### src/rtl/thsi_pkg.sv
// Shared types and constants of the token hash similarity index.
package thsi_pkg;

  // Item function codes.
  localparam logic [2:0] FUNC_IDX_BYTE = 3'd0;
  localparam logic [2:0] FUNC_IDX_END  = 3'd1;
  localparam logic [2:0] FUNC_QRY_BYTE = 3'd2;
  localparam logic [2:0] FUNC_QRY_END  = 3'd3;
  localparam logic [2:0] FUNC_REPORT   = 3'd4;

  // Configuration register indexes.
  localparam logic REG_DOC_COUNT = 1'b0;
  localparam logic REG_THRESHOLD = 1'b1;

  localparam int          CNT_W       = 11;
  localparam logic [10:0] CNT_MAX     = 11'd2047;
  localparam int          THR_W       = 16;
  localparam int          DC_W        = 7;
  localparam logic [6:0]  DC_RESET    = 7'd64;
  localparam logic [5:0]  MAX_RESULTS = 6'd63;
  localparam int          UNI_W       = 13;
  localparam int          PT_W        = 28;

  typedef enum logic [4:0] {
    S_CLEAR,
    S_IDLE,
    S_MOD,
    S_IX_RD,
    S_IX_CHK,
    S_IX_INC,
    S_Q_RD,
    S_Q_CHK,
    S_Q_OVRD,
    S_Q_OVWR,
    S_R_SELF,
    S_R_SELFW,
    S_R_RD,
    S_R_CALC,
    S_R_CMP,
    S_R_END,
    S_V_CLR
  } state_t;

  // Commands from the controller to the datapath.
  typedef struct packed {
    logic take;
    logic mod_step;
    logic clr_all_wr;
    logic clr_vis_wr;
    logic clr_inc;
    logic clr_rst;
    logic bkt_rd;
    logic bkt_mark;
    logic uq_rd_id;
    logic uq_inc_id;
    logic vis_set;
    logic ov_rd;
    logic ov_inc;
    logic r_init;
    logic self_lat;
    logic r_rd;
    logic r_calc;
    logic r_cmp;
    logic r_end;
  } ctrl_cmd_t;

  // Status from the datapath to the controller.
  typedef struct packed {
    logic is_report;
    logic is_alnum_byte;
    logic is_close;
    logic is_query;
    logic id_ok;
    logic tok_open;
    logic mod_last;
    logic hit;
    logic visited;
    logic d_last;
    logic r_emit;
    logic out_free;
    logic clr_last_all;
    logic clr_last_vis;
  } dp_status_t;

endpackage

### src/rtl/thsi_controller.sv
// Controller state machine sequencing clearing, hashing, indexing, queries and reports.
module thsi_controller import thsi_pkg::*; (
  input  logic       clk,
  input  logic       rst,
  input  logic       in_valid,
  output logic       in_ready,
  input  dp_status_t sts,
  output ctrl_cmd_t  cmd
);

  state_t state;
  state_t state_next;

  // State register.
  always_ff @(posedge clk) begin
    if (rst) begin
      state <= S_CLEAR;
    end else begin
      state <= state_next;
    end
  end

  // Next state.
  always_comb begin
    state_next = state;
    case (state)
      S_CLEAR: begin
        if (sts.clr_last_all) state_next = S_IDLE;
      end
      S_IDLE: begin
        if (in_valid) begin
          if (sts.is_report) begin
            state_next = S_R_SELF;
          end else if (sts.is_alnum_byte) begin
            state_next = S_MOD;
          end else if (sts.is_close && sts.tok_open) begin
            if (sts.is_query) begin
              state_next = S_Q_RD;
            end else if (sts.id_ok) begin
              state_next = S_IX_RD;
            end
          end
        end
      end
      S_MOD: begin
        if (sts.mod_last) state_next = S_IDLE;
      end
      S_IX_RD:  state_next = S_IX_CHK;
      S_IX_CHK: state_next = sts.hit ? S_IDLE : S_IX_INC;
      S_IX_INC: state_next = S_IDLE;
      S_Q_RD:   state_next = S_Q_CHK;
      S_Q_CHK:  state_next = sts.visited ? S_IDLE : S_Q_OVRD;
      S_Q_OVRD: state_next = S_Q_OVWR;
      S_Q_OVWR: state_next = sts.d_last ? S_IDLE : S_Q_OVRD;
      S_R_SELF:  state_next = S_R_SELFW;
      S_R_SELFW: state_next = S_R_RD;
      S_R_RD:    state_next = S_R_CALC;
      S_R_CALC:  state_next = S_R_CMP;
      S_R_CMP: begin
        if (!sts.r_emit || sts.out_free) begin
          state_next = sts.d_last ? S_R_END : S_R_RD;
        end
      end
      S_R_END: begin
        if (sts.out_free) state_next = S_V_CLR;
      end
      S_V_CLR: begin
        if (sts.clr_last_vis) state_next = S_IDLE;
      end
      default: state_next = S_CLEAR;
    endcase
  end

  // Outputs.
  always_comb begin
    cmd      = '0;
    in_ready = 1'b0;
    case (state)
      S_CLEAR: begin
        cmd.clr_all_wr = 1'b1;
        cmd.clr_inc    = 1'b1;
      end
      S_IDLE: begin
        in_ready = 1'b1;
        cmd.take = in_valid;
      end
      S_MOD:    cmd.mod_step = 1'b1;
      S_IX_RD:  cmd.bkt_rd = 1'b1;
      S_IX_CHK: begin
        cmd.bkt_mark = !sts.hit;
        cmd.uq_rd_id = !sts.hit;
      end
      S_IX_INC: cmd.uq_inc_id = 1'b1;
      S_Q_RD:   cmd.bkt_rd = 1'b1;
      S_Q_CHK:  cmd.vis_set = !sts.visited;
      S_Q_OVRD: cmd.ov_rd = 1'b1;
      S_Q_OVWR: cmd.ov_inc = 1'b1;
      S_R_SELF:  cmd.r_init = 1'b1;
      S_R_SELFW: cmd.self_lat = 1'b1;
      S_R_RD:    cmd.r_rd = 1'b1;
      S_R_CALC:  cmd.r_calc = 1'b1;
      S_R_CMP:   cmd.r_cmp = !sts.r_emit || sts.out_free;
      S_R_END: begin
        cmd.r_end   = sts.out_free;
        cmd.clr_rst = sts.out_free;
      end
      S_V_CLR: begin
        cmd.clr_vis_wr = 1'b1;
        cmd.clr_inc    = 1'b1;
      end
      default: cmd = '0;
    endcase
  end

endmodule

### config.mk
export PLATFORM = sky130hd
export DESIGN_NAME = thsi_controller
export DESIGN_NICKNAME = d
export VERILOG_FILES = /design/src/rtl/thsi_pkg.sv /design/src/rtl/thsi_controller.sv
export SDC_FILE = /design/constraint.sdc
export NUM_CORES = 1
export LEC_CHECK = 0
export CAP_MARGIN = 25
export CORE_MARGIN = 4
export CORE_UTILIZATION = 40
export DETAILED_ROUTE_END_ITERATION = 10
export DONT_BUFFER_PORTS = 1
export SYNTH_ARGS = -nofsm -noshare
export SYNTH_HDL_FRONTEND = slang
export SYNTH_SLANG_ARGS = --single-unit
### constraint.sdc
create_clock -name clk -period 4.3 [get_ports clk]
set_input_delay 0.86 -clock clk [delete_from_list [all_inputs] [get_ports clk]]
set_output_delay 0.86 -clock clk [all_outputs]
set_load 0.01 [all_outputs]
[Yosys cells after proc, flatten, opt, wreduce, memory -nomap -nowiden]
Cells that the tools add are included.
Operators by class
  equal/unequal tests: 24
  muxes and demuxes: 34
  reduce and logical (&&, ||, !) cells: 9
Operator list (count)
  5-bit one-hot mux with 17 select lines: 1
  5-bit two-way mux: 11
  5-bit by 4-bit equality test with 1-bit output, second input constant: 8
  5-bit by 3-bit equality test with 1-bit output, second input constant: 4
  1-bit two-way mux: 17
  2-bit != test, second input constant: 6
  5-bit by 2-bit equality test with 1-bit output, second input constant: 2
  4-bit two-way mux: 2
  8-bit AND reduction: 1
  5-bit by 1-bit equality test with 1-bit output, second input constant: 1
  5-bit equality test, second input constant: 1
  5-bit zero test: 1
  5-bit != test, second input constant: 1
  2-bit two-way mux: 2
  4-bit != test, second input constant: 1
  2-bit OR reduction: 2
  1-bit zero test: 3
  3-bit two-way mux: 1
  1-bit logical AND: 1
  1-bit logical OR: 1
Word-level totals
  flip-flop bits (word level): 5
  input port bits: 17
  output and inout bits: 20
  logic and storage cells: 68

[Longest topological paths before layout]
Gate-level depths: netlist of run 1.
  word-level depth: 7
  depth in mapped cells: 7
  gate-level depth less buffers: 5

[Worst setup path after synthesis of run 1]
OpenSTA, ideal clock, no wires.
  kind: input to output
  start: input port sts[2] (netlist name)
  end: output port cmd[1] (netlist name)
  arrival time: 1.582 ns
  required time: 3.440 ns
  slack: 1.858 ns
  stages on the path: 2
  path buffers: 0
  cell sequence: inv_1 a2111oi_0
RTL lines
  from (decl): line thsi_controller.sv:7  | input dp_status_t sts,
  to (decl): line thsi_controller.sv:8  | output ctrl_cmd_t cmd

==> out/results.ini, run 1 <==
[status]
status=complete, no violations

[worst_hold_path]
min_path_cells=1
holdPathEnd=state[1]
min-delay-path-class=primary input to flop
hp-start=rst

[pwr]
ir_drop_uv=400
power_density_nw_per_um2=518
leakagePower_uw=0.000217

[cells_and_area]
largest_reg_flops=5
fin_util=0.424
drive_above_1_share=0.0769
final_nets=109
fillCellCount=169
syn2layout_area_growth_pct=-0.195
antennaDiodeCount=0
top_register=state
reg_top3=state: 5 flops

[sta]
fin_skew_ps=1.69
rsz0062_at_grt=no
drv_slew=0
period_share=0.645
finalCriticalPeriod_ps=2780
finalSetupViolations=0
hold_viol_final=0
tightest_slew_ps=845
max_freq_ghz=0.360
timing.setup.tns_ps=0
maxSlewHeadroom=0.422

[logic_synthesis]
ys_ff_latch=5
yosys_warnings=0
postSynth.asyncResetShare=0
avgSynthCellArea_um2=6.67
syn_nets=113
netlist-cell-type-count=38
synth.area.top_cells=dfxtp_1 (16%), nor2_1 (8.2%), nand2b_1 (4.9%)
ys_seq_area_frac=0.156
synth.most_common_cell=nor2_1
yosysTopAreaCell=dfxtp_1
synth_common_cells=nor2_1 (14), a21oi_1 (6), nand2_1 (6), nor3_1 (6)
syn_area_um2=641
synth_edf_count=0
synth_flop_cell=dfxtp_1
synth_top_area_frac=0.156
netlist_instances=96

[placed_design]
port_buffers=0
gp_congestion=0.780
dp_hpwl_um=1300

[clock_tree]
clkLatencyLatePin_ps=240
root_buffer=clkbuf_4
htree_levels=1
numCtsBuffers=3
clk_pin_slew_ps=40
cts_sinks=5
cts_resized=0
cts_hold_buffers=0
cts_setup_buffers=0
clk_path_buf_depth=2
cts_tree=yes

[setup_path]
cpMaxStageDelayCell=nor3_1
r2r-start=state[1]
rrSetupSlack_ps=2350
crit_type=flop to primary output
crit_required_ps=3440
path_cells=nor2b_1 -> nand2_1 -> nor3_1
endpoint_kind=primary output
max_stage_delay_ps=680
cp.arrival_ps=1920
startpoint_type=flop
reg2reg_depth=4
reg2reg_to=state[4]
cp_max_fo=20

[drt]
vias=675
drtPass1Iterations=4
first_iter_violations=15
route.detailed.drc=0
wire_per_inst_um=16.1
avgViaCountPerCell=6.31
wl_um=1720
antenna_left=0

[global_routing]
grt_pass1_vias=580
grt-ovfl-total=0
grt_antenna_before_repair=0
grt_pass1_wl_um=2440
grt_max_degree=21
grtUsageTotal=0.147

[floorplanning]
pin_count=37
fp.dieW_um=48.0
start_util=0.425
chipHeight_um=48.0
row_count=14
coreArea_um2=1510
die_area_um2=2310

[flow_run]
drv_cap=0

## cells by family (layout without fill, tap and decap cells)
family                    after synthesis  count (layout)  synth area share
buffers and inverters                  14               9             0.103
DFF                                     5               5             0.156
xor gates and xnor gates                1               1            0.0137
and+or+nand+nor                        49              49             0.412
AOI/OAI and AO/OA                      26              26             0.299
muxes                                   1               1            0.0156
## routing by layer
layer | track usage | vias up | part of all wire | wire length, um
met5 | 0 | - | 0 | 0
met4 | 0.0645 | 0 | 0 | 0
met3 | 0.0338 | 0 | 0.085 | 146
met2 | 0.232 | 24 | 0.51 | 884
met1 | 0.190 | 318 | 0.40 | 691
li1 | - | 333 | - | -
## area by class of cell
cell class              instances  area [um2]  share of cell area
flip-flops and latches          5         100               0.157
multi-input cells              77         474               0.742
inverters                       5        18.8              0.0294
clock buffers                   4        26.3              0.0411
well taps                      16        20.0              0.0313
## worst max-delay path: cells and delay by family, from the launching register on
family,cells,cell delay (ps)
flops,1,650
simple gates,3,1020
## stage by stage
| step | hold slack (ps) | power, uW | setup WS, ps | std cells | instance area (um2) |
|---|---|---|---|---|---|
| after global routing | 679 | 363 | 1330 | 107 | 639 |
| after detailed placement | 811 | 275 | 1750 | 103 | 613 |
| after floorplan | 664 | 253 | 1860 | 96 | 641 |
| after CTS | 675 | 331 | 1490 | 107 | 639 |
| final | 683 | 331 | 1520 | 107 | 639 |
| after global placement | 813 | 277 | 1780 | 103 | 613 |
## placed cells by master (no fill, tap or decap), types with 2 or more instances in the layout
cell	instances
o221ai_1	3
inv_1	5
nor2_1	14
a32oi_1	2
or3_1	3
nor2b_1	4
o21ai_0	3
nand2_1	6
nand2b_1	5
a21oi_1	6
dfxtp_1	5
nor3_1	6
o21a_1	2
clkbuf_4	3
and2_1	2
nor3b_1	2
## how the worst max path moves through the flow
stage | start | to | slack, ps | cells past startpoint
floorplan | sts[2] | cmd[1] | 1860 | 2
global placement | sts[2] | cmd[1] | 1780 | 2
detailed placement | state[1] | cmd[0] | 1750 | 3
CTS | state[1] | cmd[0] | 1490 | 3
global route | state[1] | cmd[0] | 1330 | 3
finish | state[1] | cmd[0] | 1520 | 3
## where the power goes
| group | internal, uW | switching, uW | total (uW) |
|---|---|---|---|
| registers | 56.9 | 44.6 | 101 |
| logic | 72.4 | 104 | 176 |
| clock network | 35.0 | 18.6 | 53.6 |
| total | 164 | 167 | 331 |
No activity file was read; power rests on OpenSTA's default activity.
==> inputs of run 2 (changes only) <==
--- a/config.mk
+++ b/config.mk
@@ -5,6 +5,7 @@
 export SDC_FILE = /design/constraint.sdc
 export NUM_CORES = 1
 export LEC_CHECK = 0
+export ABC_AREA = 1
 export CAP_MARGIN = 25
 export CORE_MARGIN = 4
 export CORE_UTILIZATION = 40
==> constraint.sdc (replaced) <==
create_clock -name clk -period 2.4 [get_ports clk]
set_input_delay 0.48 -clock clk [delete_from_list [all_inputs] [get_ports clk]]
set_output_delay 0.48 -clock clk [all_outputs]
set_load 0.01 [all_outputs]
==> run 2 against run 1 <==
Net effect:
- non-clock buffer count unchanged
- combinational power is 150% higher
- area after synthesis is 22% higher
- flip-flop and latch count is the same
- clock-buffer cell count stayed put
- largest cell class unchanged
- worst hold slack got worse by 400 ps
- register-to-register slack got worse by 1600 ps
- via count up 25%
- die area rose by 18%
==> out/results.ini, run 2 <==
[drt]
drt-met1-wl_um=891
top_layer=met4
first_iter_violations=14
vias=841
drtPass1Iterations=4
wire_per_inst_um=12.4
antenna_left=0
wl_met3_um=169
avgViaCountPerCell=5.10
route.detailed.drc=0
wl_um=2050
routed-wl-met2_um=977

[clock_tree]
clk_pin_slew_ps=40
cts_tree=yes
numCtsBuffers=3
cts_sinks=5
root_buffer=clkbuf_4
cts_resized=0
clkLatencyLatePin_ps=250
cts_hold_buffers=0
htree_levels=1
clk_path_buf_depth=2
cts_setup_buffers=0

[sta]
period_share=0.802
hold_viol_final=0
timing.setup.tns_ps=0
max_freq_ghz=0.520
maxSlewHeadroom=0.700
timing.final.ws_setup_ps=475
tightest_slew_ps=447
drv_slew=0
finalCriticalPeriod_ps=1920
rsz0062_at_grt=no
fin_skew_ps=5.35
finalSetupViolations=0

[cells_and_area]
most-common-layout-cells=nor2_1 (25), nand2_1 (24), inv_1 (21)
reg_top3=state: 5 flops
final_nets=158
antennaDiodeCount=0
final_common_cell=nor2_1
top_register=state
fin_util=0.447
finalInstanceArea_um2=797
syn2layout_area_growth_pct=2.08
instances_no_fill=165
fillCellCount=210
largest_reg_flops=5
drive_above_1_share=0.214

[floorplanning]
start_util=0.438
chipHeight_um=52.2
fp.dieW_um=52.2
coreArea_um2=1780
row_count=15
die_area_um2=2720
pin_count=37

[setup_path]
cp_max_fo=14
cpMaxStageDelayCell=dfxtp_1
max_stage_delay_ps=340
reg2reg_to=state[2]
startpoint_type=flop
startpoint=state[4]
cp.arrival_ps=1440
rrSetupSlack_ps=790
reg2reg_depth=8
crit_required_ps=1920
r2r-start=state[2]
crit_type=flop to primary output
endpoint_kind=primary output
path_cells=inv_2 -> nand3_2 -> nor2_1 -> nand2_1 -> inv_1

[worst_hold_path]
min_path_cells=1
min-delay-path-class=primary input to flop
holdPathEnd=state[0]
hp-start=rst

[logic_synthesis]
syn_area_um2=781
synth_edf_count=0
ys_seq_area_frac=0.128
netlist-cell-type-count=22
syn_nets=157
ys_ff_latch=5
avgSynthCellArea_um2=5.58
netlist_instances=140
synth_common_cells=nor2_1 (25), nand2_1 (24), inv_1 (21), nand3_1 (16), nand2_2 (7)
postSynth.asyncResetShare=0
yosys_warnings=0
yosysTopAreaCell=dfxtp_1
synth_top_area_frac=0.128
synth_flop_cell=dfxtp_1
synth.area.top_cells=dfxtp_1 (13%), nor2_1 (12%), nand2_1 (12%)
synth.most_common_cell=nor2_1

[global_routing]
grt-ovfl-total=0
grtUsageTotal=0.165
grt_pass1_vias=762
grt_pass1_wl_um=3420
grt_max_degree=15
grt_antenna_before_repair=0

[placed_design]
gp_congestion=0.889
port_buffers=0
dp_hpwl_um=1760
place_area_um2=771
dpl_worst_slack_ps=750
place_inst=161

[pwr]
power_density_nw_per_um2=860
ir_drop_uv=329
leakagePower_uw=0.000435

[flow_run]
drv_cap=0

[status]
status=complete, no violations

-- run 2: critical path: cells and delay by family (launching register included) --
| family | cells | cell delay, ps |
|---|---|---|
| flops | 1 | 340 |
| buf+inv | 2 | 400 |
| simple gates | 3 | 460 |
-- run 2: through the flow --
| stage | total power (uW) | hold WS, ps |
|---|---|---|
| final | 686 | 286 |
| after global routing | 758 | 276 |
| after CTS | 689 | 280 |
| after detailed placement | 588 | 546 |
| after global placement | 585 | 544 |
| after floorplan | 516 | 538 |
-- run 2: logic make-up after synthesis --
logic type | share of synthesized area
compound gates | 0.0673
buf+inv | 0.178
flops | 0.128
simple gates | 0.627
-- run 2: cell type report --
cell class / count / area (um2) / area share
well taps: 25 / 31.3 / 0.0392
multi-input cells: 105 / 542 / 0.680
inverters: 26 / 97.6 / 0.122
flip-flops and latches: 5 / 100 / 0.126
clock buffers: 4 / 26.3 / 0.0330
-- run 2: routing by layer --
metal	vias to the layer above	global-route usage
met5	-	0
met4	0	0.0255
met3	2	0.0342
met2	37	0.268
met1	360	0.227
li1	442	-
-- run 2: worst max path at each step --
stage | to | slack [ps] | depth (start not counted)
6_report | cmd[13] | 480 | 5
5_1_grt | cmd[0] | 300 | 5
4_1_cts | cmd[13] | 480 | 5
3_5_place_dp | cmd[13] | 750 | 5
3_3_place_gp | cmd[0] | 780 | 5
2_1_floorplan | cmd[11] | 810 | 5
-- run 2: power by group --
part,switching (uW),internal [uW]
registers,45.8,102
clock network,36.0,63.0
logic,303,136
==> inputs of run 3 (changes only) <==
--- a/config.mk
+++ b/config.mk
@@ -5,7 +5,7 @@
 export SDC_FILE = /design/constraint.sdc
 export NUM_CORES = 1
 export LEC_CHECK = 0
-export ABC_AREA = 1
+export ABC_AREA = 0
 export CAP_MARGIN = 25
 export CORE_MARGIN = 4
 export CORE_UTILIZATION = 40
==> constraint.sdc (replaced) <==
create_clock -name clk -period 1.8 [get_ports clk]
set_input_delay 0.36 -clock clk [delete_from_list [all_inputs] [get_ports clk]]
set_output_delay 0.36 -clock clk [all_outputs]
set_load 0.01 [all_outputs]
==> run 3 against run 2 <==
Net effect:
- core utilization grew 6.9 points
- worst hold slack got worse by 100 ps
- combinational power grew 51%
- non-clock buffer count increased by 12
- critical path type unchanged
==> out/results.ini, run 3 (synthesis gave the netlist of run 1 again) <==
[status]
status=complete, no violations

[clock_tree]
cts_setup_buffers=0
clk_path_buf_depth=2
cts_tree=yes
root_buffer=clkbuf_4
numCtsBuffers=3
htree_levels=1
cts_hold_buffers=0
cts_sinks=5
clkLatencyLatePin_ps=240
clk_pin_slew_ps=40

[worst_hold_path]
hp-start=rst
min-delay-path-class=primary input to flop

[setup_path]
crit_type=flop to primary output
cp_max_fo=6
cpMaxStageDelayCell=dfxtp_2
crit_required_ps=1440
r2r-start=state[2]
startpoint=state[1]
cp.arrival_ps=1390
startpoint_type=flop
path_cells=nor2b_2 -> nand2_1 -> or3_1 -> inv_1
max_stage_delay_ps=370
endpoint_kind=primary output

[cells_and_area]
fin_util=0.516
final_common_cell=nor2_1
antennaDiodeCount=0
instances_no_fill=119
top_register=state
drive_above_1_share=0.272
fillCellCount=151
syn2layout_area_growth_pct=21.3
largest_reg_flops=5
most-common-layout-cells=nor2_1 (14), buf_4 (11), nand2_1 (6), a21oi_1 (6)
final_nets=121
reg_top3=state: 5 flops
multiInputGateArea_um2=512
seq_area_um2=106

[global_routing]
grt-ovfl-total=0
grt_pass1_wl_um=2660
grt_max_degree=12
grt_pass1_vias=592
grt_antenna_before_repair=0
grtUsageTotal=0.163

[sta]
max_freq_ghz=0.572
finalCriticalPeriod_ps=1750
finalSetupViolations=0
maxSlewHeadroom=0.754
timing.final.ws_setup_ps=51.6
drv_slew=0
tightest_slew_ps=367
fin_skew_ps=3.63
hold_viol_final=0
rsz0062_at_grt=yes
period_share=0.971

[drt]
wl_um=1820
drtPass1Iterations=4
first_iter_violations=20
antenna_left=0
avgViaCountPerCell=5.92
vias=704
wire_per_inst_um=15.3
route.detailed.drc=0

[placed_design]
gp_congestion=0.821
dp_hpwl_um=1480
dpl_worst_slack_ps=151
port_buffers=0
place_inst=115

[flow_run]
drv_cap=0

[pwr]
power_density_nw_per_um2=1270
leakagePower_uw=0.000290
ir_drop_uv=644
total_power_uw=983

[floorplanning]
pin_count=37
chipHeight_um=48.0
fp.dieW_um=48.0
die_area_um2=2310
row_count=14
start_util=0.425
coreArea_um2=1510

-- run 3: changes by cell type in the layout (fill, tap and decap cells not counted), moves of 6 or more --
cell,before,now
buf_4,0,11
inv_1,21,5
nand2_1,24,6
nand2_2,7,0
nand3_1,16,1
nand4_1,6,0
nor2_1,25,14
-- run 3: worst max-delay path: cells and delay by family (launching register included) --
family,cells,cell delay [ps]
AND/OR/NAND/NOR,3,660
flip-flops,1,370
buffers and inverters,1,120
-- run 3: per-layer routing --
layer	share of wire	vias up	track usage
met5	0	-	0
met2	0.51	19	0.248
met3	0.051	0	0.0376
met4	0	0	0.0484
met1	0.44	327	0.227
li1	-	358	-
-- run 3: stage by stage --
stage | cell area [um2] | hold slack (ps) | setup TNS (ps)
2_1_floorplan | 652 | 429 | 0
3_3_place_gp | 714 | 431 | 0
3_5_place_dp | 714 | 435 | 0
4_1_cts | 767 | 177 | 0
5_1_grt | 777 | 177 | -25.7
6_report | 777 | 184 | 0
-- run 3: layout make-up --
| cell class | instances | area share |
|---|---|---|
| multi-input combinational | 77 | 0.659 |
| inverter | 5 | 0.0242 |
| timing repair buffer | 12 | 0.121 |
| sequential | 5 | 0.137 |
| clock buffer | 4 | 0.0338 |
| tap | 16 | 0.0258 |
-- run 3: power by group --
group	switching, uW	leakage, uW	internal, uW
clock network	43.5	0.0000150	83.7
registers	48.2	0.0000423	145
logic	361	0.000232	302
-- run 3: final timing paths --
path,endpoint,slack (ps),depth (start not counted)
worst max register to register,state[0],150,5
worst min-delay path,state[1],180,1
worst min register to register,state[0],570,1
worst max-delay path,cmd[8],50,4
-- run 3: repair_timing --
item	CTS	global route
gates cloned	0	0
pin swaps	2	1
setup endpoints to repair	10	5
gates resized for setup	10	2
